[src/rtl/pim_queue.sv]
`timescale 1ns / 1ps
// ----------------------------------------------------------------------------
// pim_queue
// Two-entry word queue between the front end and the divider back end.
// ----------------------------------------------------------------------------
module pim_queue #(
    parameter int W = 64
) (
    input  logic         i_clk,
    input  logic         i_rst_n,
    input  logic         i_push,
    input  logic [W-1:0] i_data,
    input  logic         i_pop,
    output logic         o_valid,
    output logic         o_full,
    output logic [W-1:0] o_data
);

    localparam int DEPTH = 2;
    localparam int PTR_W = $clog2(DEPTH);

    logic [W-1:0]     r_mem [DEPTH];
    logic [PTR_W-1:0] r_wp, r_rp;
    logic [PTR_W:0]   r_cnt;
    logic             do_pop;

    assign do_pop  = i_pop & o_valid;
    assign o_valid = (r_cnt != '0);
    assign o_full  = (r_cnt == (PTR_W + 1)'(DEPTH));
    assign o_data  = r_mem[r_rp];

    // pointers and fill count
    always_ff @(posedge i_clk) begin
        if (!i_rst_n) begin
            r_wp  <= '0;
            r_rp  <= '0;
            r_cnt <= '0;
        end else begin
            if (i_push) r_wp <= r_wp + 1'b1;
            if (do_pop) r_rp <= r_rp + 1'b1;
            r_cnt <= r_cnt + (PTR_W + 1)'(i_push) - (PTR_W + 1)'(do_pop);
        end
    end

    // storage
    always_ff @(posedge i_clk) begin
        if (i_push) r_mem[r_wp] <= i_data;
    end

`ifndef ASSERT_OFF
    // the back end drains every cycle, so the queue holds at most one word
    a_shallow: assert property (@(posedge i_clk) disable iff (!i_rst_n)
        r_cnt <= (PTR_W + 1)'(1))
        else $error("queue holds more than one word");
    a_no_overflow: assert property (@(posedge i_clk) disable iff (!i_rst_n)
        i_push |-> !o_full)
        else $error("push into full queue");
`endif

endmodule

[config.mk]
export PLATFORM = sky130hd
export DESIGN_NAME = pim_queue
export DESIGN_NICKNAME = d
export VERILOG_FILES = /design/src/rtl/pim_queue.sv
export SDC_FILE = /design/constraint.sdc
export NUM_CORES = 1
export LEC_CHECK = 0
export ABC_AREA = 1
export BUFFER_PORTS_ARGS = -buffer_cell sky130_fd_sc_hd__buf_4
export CAP_MARGIN = 25
export CORE_MARGIN = 2
export CORE_UTILIZATION = 25
export CTS_BUF_LIST = sky130_fd_sc_hd__clkbuf_4 sky130_fd_sc_hd__clkbuf_8
export DETAILED_ROUTE_END_ITERATION = 8
export SYNTH_ARGS = -nofsm -noshare
export SYNTH_HDL_FRONTEND = slang
export SYNTH_SLANG_ARGS = --single-unit
[constraint.sdc]
create_clock -name i_clk -period 3.3 [get_ports i_clk]
set_input_delay 0.165 -clock i_clk [delete_from_list [all_inputs] [get_ports i_clk]]
set_output_delay 0.165 -clock i_clk [all_outputs]
set_load 0.1 [all_outputs]
* After elaboration in Yosys (flattened, before gate mapping)
Memories as Yosys holds them, arrays and structs flattened. A register that Yosys moved wholly into a read port is not among the register bits.
Index checks and enable logic that the tools add are counted.
** Word-level totals
- Register bits after elaboration :: 4
- Bits in writable memories :: 128
- Input bits :: 68
- Word-level logic and storage cells :: 15
- Memories :: 1
** Operators by class
- Add/subtract/negate cells :: 4
- Equality and inequality tests :: 1
- Mux-type cells :: 4
- Bitwise logic cells :: 1
- Reduce and logical (&&, ||, !) cells :: 1
** Memories
- r_mem :: depth 2, bits a word 64, rd ports 1, clocked after Yosys merged registers in 1, write ports 1, line 22 : logic [W-1:0] r_mem [DEPTH];
** Operators by type and width (number)
- $mux W1 :: 4
- $add A1 B1 Y1 const B :: 2
- $add A2 B1 Y2 :: 1
- $eq A2 B2 Y1 const B :: 1
- $reduce_bool A2 Y1 :: 1
- $sub A2 B1 Y2 :: 1
- $and A1 B1 Y1 :: 1

* Depth between registers and ports, before layout
Gate-level depths: netlist of the first run.
- Depth after elaboration :: 4
- Depth in mapped cells :: 10
- Gate-level depth less buffers :: 10

* Least setup slack after synthesis of the first run
OpenSTA, ideal clock, no wires.
- Path type :: register to register
- Start point :: register r_wp
- End point :: memory r_mem[0][0] (enable)
- Arrival time :: 2.995 ns
- Required time :: 2.812 ns
- Slack :: -0.182 ns
- Cell stages (with the launch flop) :: 2
- Cells stage by stage :: dfxtp_1 -> nor2_1
** RTL lines
- from (decl) :: line 23 : logic [PTR_W-1:0] r_wp, r_rp;
- from (signal assigned) :: line 39 : if (i_push) r_wp <= r_wp + 1'b1;
- to (decl) :: line 22
Straight into the memory's write port.

==> results of run 1 <==
-- metal layers --
layer / vias up / track usage
li1: 1336 / -
met1: 1383 / 0.09704
met2: 67 / 0.1772
met3: 8 / 0.03426
met4: 0 / 0.04231
met5: - / 0
-- timing repair --
item | 4_1_cts | 5_1_grt
buffers inserted | 0 | 0
endpoints found under the hold margin | 133 | 0
hold buffers | 67 | 0
-- flip-flops by register name, summed over array words and instances, names as in the netlist, named ones only --
name	count
r_mem	128
r_cnt	2
r_rp	1
r_wp	1
-- placed cells by master, fill, tap and decap left out, types with 2 or more instances in the layout --
cell and n:
buf_4 135, edfxtp_1 128, dlygate4sd3_1 67, mux2_4 60, clkbuf_8 17, nor2_1 9
inv_1 8, nand2_1 8, mux2_2 4, bufinv_16 4, clkinv_2 4, dfxtp_1 4
nand3_1 2, ha_1 2, clkinvlp_4 2, clkinv_4 2, buf_12 2
-- worst paths after layout --
| check | slack, ps | cells past startpoint | end | startpoint |
|---|---|---|---|---|
| max | 970 | 3 | o_data[59] | flop |
| min | 460 | 2 | r_mem[1][52] | i_data[52] |
| max reg2reg | 1620 | 3 | r_mem[1][55] | r_wp |
| min reg2reg | 510 | 2 | r_rp | r_rp |
-- cells by family after synthesis --
group	synth area share
simple gates	0.01503
buf+inv	0.03199
flops	0.7639
compound gates	0.0009685
fa+ha+maj	0.004847
mux	0.1832
-- layout make-up --
| type | count | area share |
|---|---|---|
| Clock buffer | 17 | 0.03110 |
| Sequential cell | 133 | 0.5247 |
| Clock inverter | 14 | 0.02461 |
| Inverter | 9 | 0.004490 |
| Timing Repair Buffer | 204 | 0.2292 |
| Tap cell | 270 | 0.04490 |
| Multi-Input combinational cell | 87 | 0.1410 |
-- power by group through the flow --
stage                     Sequential [mW]  Clock [mW]  Combinational (mW)
final                                2.06        1.43                2.30
after global routing                 2.08        1.57                2.38
after CTS                            2.06        1.50                2.33
after detailed placement             2.10           0                2.26
after global placement               2.09           0                2.24
after floorplan                      2.03           0                1.98
-- critical path: stages, from the launching register on --
cell,delay [ps]
dfxtp_4,740
buf_12,360
mux2_2,370
buf_4,230
==> results.txt, run 1 <==
Fillers: 1900
Logic pwr share: 0.398
DRT met1 WL: 3898 um
DR WL met3: 494 um
Initial Util: 0.2551
RSZ-0062 raised after global routing: no
Worst Slack Setup Final: 969.7 ps
CTS Buf Count: 17
CTS Buffer Depth: 2
Mapped Cells: 236
Tot Pwr: 5.797 mW
Chip Height: 147.7 um
count leader, synth: edfxtp_1
worst hold slack: 456.5 ps
Slew headroom: 0.5386
H-tree levels: 4
placed cell area: 6434 sq um
sw frac: 0.4061
layout net count: 522
WL/cell: 13.63 um
Reg power frac: 0.355
Die Area: 21820 sq um
clk_skew: 6.924 ps
clock power share: 0.247
mapped cell area: 5162 sq um
Yosys top cell area share: 0.7445
max_cap viols: 0
CTS root buffer: clkbuf_8
Worst Path Arrival: 2170 ps
Post-Layout Inst Area: 7523 sq um
final core occ: 0.3718
cts repair resizes: 0
Final Wtd Congestion: 0.6845
Syn Area/Cell: 21.87 sq um
post-DP HPWL: 6379 um
#FFs+latches synth: 133
Inst Count DP: 636
crit path time final: 2330 ps
largest net degree at the start of global routing: 38
Remaining Overflow, GRT: 0
die width: 147.7 um
clk_lat worst skew: 430 ps
Detailed Route WL: 10010 um
Mapped Nets: 306
post-synthesis sequential area ratio: 0.7639
Post-route DRC: 0
required time of the worst setup path: 3130 ps
Final Hold Viols: 0
via count: 2794
Reg clk slew, reported paths: 80 ps
clk sinks: 133
Antenna Diode Count: 0
met2 WL: 5486 um
post-synth cell types: 12
critical path type: reg2out
Cell Int Power: 3.443 mW
core footprint: 20230 sq um
Peak VDD IR: 0.0004549 V
Max Freq: 429.1 MHz
num rows: 52
leak pwr: 2.951 nW
vias per cell: 3.807
DR pass1 iterations: 4
status: complete, no violations
initial antenna violation count: 0
Slew Viols, Final: 0
vias in the first global route: 3140
PD cells: 770.6 nW/um^2
most frequent cells after synthesis: 128 x edfxtp_1, 60 x mux2_4, 10 x nor2_1, 9 x inv_1, 8 x nand2_1
Worst Setup End Kind: output pin
CTS tree: built
layout cells sized above 1: 0.5043
Least-Margin Pin Slew: 691.2 ps
Syn-to-layout area delta: 45.73%
GRT Resource Usage Total: 0.09603
P_sw: 2.354 mW
Initial DRC Count: 87
largest area contributor in the netlist: edfxtp_1
DP Worst Slack: 1384 ps
Async S/R FF share, synth: 0
first-pass GRT wire length: 15730 um
part of the cycle the worst path needs: 0.7062
Multi-input gate area: 1061 sq um
Final TNS setup: 0 ps
crit path max fanout: 35
CP Launch Type: flop
Finish-stage setup viols: 0
Port Buffer Count: 133
Yosys warning total: 0
FF/Latch Area: 3948 sq um
io pins: 134
highest metal used: met4
final non-filler cell total: 734
Final ANT Viol Nets: 0
ranking of synthesized cells by area: edfxtp_1 74%, mux2_4 17%, buf_12 2.3%, dfxtp_1 1.9%, mux2_2 0.87%
number of flops mapped to enable cells by yosys: 128
Most used DFF post-synth: edfxtp_1
Hold Crit Class: in2reg
No activity file was read; power rests on OpenSTA's default activity.
==> run 2, diff against run 1 <==
==> constraint.sdc (replaced) <==
create_clock -name i_clk -period 1.9 [get_ports i_clk]
set_input_delay 0.095 -clock i_clk [delete_from_list [all_inputs] [get_ports i_clk]]
set_output_delay 0.095 -clock i_clk [all_outputs]
set_load 0.1 [all_outputs]
==> run 2 against run 1 <==
Core utilization rose by 0.44 points. Flip-flop and latch count unchanged. Sequential share of layout area shrank 0.60 points. Highest routed layer unchanged. Clock power grew 55%. Non-clock buffer count increased by 6. Combinational power rose by 85%. Final cell count up 0.95%. Via count up 2.5%. Sequential power increased by 70%. Routed wire length increased by 6.7%. Critical path depth up 5. Largest cell class unchanged.
==> results.txt, run 2 (same netlist as run 1, synthesis figures left out) <==
status: complete, no violations
Final ANT Viol Nets: 0 (unchanged)
RSZ-0062 raised after global routing: no
Hold Crit Class: in2reg
layout cells sized above 1: 0.5053 (+0.0009975)
layout net count: 528 (+1.1%)
Logic pwr share: 0.427 (+0.029)
crit path max fanout: 2 (-94%)
P_sw: 4.103 mW (+74%)
Antenna Diode Count: 0 (unchanged)
initial antenna violation count: 0 (unchanged)
Finish-stage setup viols: 0 (unchanged)
Chip Height: 147.7 um (unchanged)
WL/cell: 14.41 um (+5.7%)
max reg flops: 128 (unchanged)
CP Launch Type: flop
CTS root buffer: clkbuf_8
GRT Resource Usage Total: 0.09864 (+0.002603)
largest net degree at the start of global routing: 52 (+37%)
part of the cycle the worst path needs: 0.9456
core footprint: 20230 sq um (unchanged)
critical path type: reg2reg
worst hold slack: 385.0 ps (-71.47 ps)
Top reg by flops: r_mem
clock power share: 0.222 (-0.025)
Worst Path Arrival: 2120 ps (-50 ps)
num rows: 52 (unchanged)
crit path capture: r_cnt[0]
Initial DRC Count: 73 (-16%)
CTS Buf Count: 17 (unchanged)
Fillers: 1888 (-0.63%)
Post-route DRC: 0 (unchanged)
Initial Util: 0.2551 (unchanged)
leak pwr: 2.976 nW (+0.83%)
clk_skew: 8.116 ps (+1.192 ps)
Die Area: 21820 sq um (unchanged)
Slew headroom: 0.7440 (+0.2054)
sw frac: 0.4112 (+0.005155)
via count: 2864 (+2.5%)
vias in the first global route: 3183 (+1.4%)
io pins: 134 (unchanged)
post-DP HPWL: 6566 um (+2.9%)
Port Buffer Count: 133 (unchanged)
Detailed Route WL: 10680 um (+6.7%)
worst reg2reg setup slack: 100 ps (-1520 ps)
max_cap viols: 0 (unchanged)
Reg clk slew, reported paths: 70 ps (about the same)
DR pass1 iterations: 6 (+2)
crit path time final: 1797 ps
Slew Viols, Final: 0 (unchanged)
required time of the worst setup path: 2230 ps (-900 ps)
CTS tree: built
CTS Buffer Depth: 2 (unchanged)
PD cells: 1311 nW/um^2 (+70%)
Least-Margin Pin Slew: 383.1 ps (-308.1 ps)
Cell Int Power: 5.874 mW (+71%)
largest registers: r_mem (128), r_cnt (2)
Worst R2R Start: r_cnt[1]
Worst Setup End Kind: flop
commonest non-fill, non-tap cells in the layout: 134 x buf_4, 128 x edfxtp_1, 68 x dlygate4sd3_1, 60 x mux2_4, 17 x clkbuf_8
Peak VDD IR: 0.001108 V (+140%)
Reg power frac: 0.351 (-0.004)
Critical Path Start: r_cnt[1]
Final Hold Viols: 0 (unchanged)
H-tree levels: 4 (unchanged)
Remaining Overflow, GRT: 0 (unchanged)
Final Wtd Congestion: 0.6570 (-4.0%)
first-pass GRT wire length: 16020 um (+1.8%)
die width: 147.7 um (unchanged)
CP cell instances: nor2_1 -> nor2_1 -> ha_1 -> inv_1 -> ha_1 -> nand2_1 -> dlygate4sd3_1 -> inv_1
reg2reg end: r_cnt[0]
R2R depth: 8 (+5)
commonest non-fill, non-tap cell in the layout: buf_4
Syn-to-layout area delta: 47.46%
Final TNS setup: 0 ps (unchanged)
clk sinks: 133 (unchanged)
Slowest-stage cell, CP: dlygate4sd3_1
clk_lat worst skew: 430 ps (about the same)
Max Freq: 556.6 MHz
vias per cell: 3.865 (+1.5%)
slowest stage delay, CP: 540 ps (-200 ps)
==> run 2: changes by cell type in the layout (fill, tap and decap cells not counted), sizes merged <==
| cell | delta |
|---|---|
| buf | +4 |
| clkinvlp | +2 |
| clkbuf | +4 |
| dlygate4sd3 | +1 |
| inv | -2 |
| bufinv | -2 |
==> run 2: area by class of cell <==
class	count	area (sq um)	area share
Clock buffer	20	256.5	0.03369
Clock inverter	12	112.6	0.01479
Inverter	9	37.54	0.004931
Multi-Input combinational cell	87	1061	0.1394
Sequential cell	133	3949	0.5187
Tap cell	270	337.8	0.04438
Timing Repair Buffer	210	1858	0.2441
==> run 2: power by group through the flow <==
stage,Clock (mW),Sequential [mW],Combinational (mW)
floorplan,0,3.52,3.44
finish,2.21,3.51,4.26
global route,2.44,3.52,4.40
detailed placement,0,3.57,4.03
CTS,2.32,3.50,4.26
global placement,0,3.55,4.00
==> run 2: worst max-delay path, delay by kind of cell (launching register included) <==
family,cells,cell delay (ps)
buf+inv,3,620
flops,1,320
simple gates,3,250
fa+ha+maj,2,520
==> run 2: routing by layer <==
layer	wire, um	track usage	part of all wire	up-vias
li1	-	-	-	1350
met1	4364	0.1058	0.41	1426
met2	5683	0.1749	0.53	79
met3	491	0.03580	0.046	9
met4	137	0.04231	0.013	0
met5	0	0	0	-
==> run 2: worst min-delay path by stage <==
stage                     from            to  depth (start not counted)  slack (ps)
CTS                 i_data[50]  r_mem[1][50]                          2         350
finish              i_data[50]  r_mem[1][50]                          2         390
floorplan              i_rst_n      r_cnt[0]                          2         190
detailed placement  i_data[25]  r_mem[0][25]                          1         280
global placement    i_data[43]  r_mem[1][43]                          1         280
global route        i_data[50]  r_mem[1][50]                          2         340
==> run 2: timing repair <==
item	in CTS	in global routing
pin swaps	0	1
hold endpoints to repair	133	0
resized for setup	2	2
gates cloned	1	1
setup buffers	1	0
hold buffers	68	0
setup endpoints to repair	34	2
==> run 2: per-stage QoR <==
| step | area (sq um) | util | std cells | setup WS (ps) | power [mW] |
|---|---|---|---|---|---|
| after floorplan | 5174 | - | 236 | 140.4 | 6.960 |
| after global placement | 6490 | 0.3207 | 638 | 438.1 | 7.560 |
| after detailed placement | 6490 | 0.3207 | 638 | 433.6 | 7.600 |
| after CTS | 7582 | 0.3747 | 740 | 21.49 | 10.08 |
| after global routing | 7612 | 0.3762 | 741 | 2.108 | 10.37 |
| final | 7612 | 0.3762 | 741 | 103.3 | 9.977 |
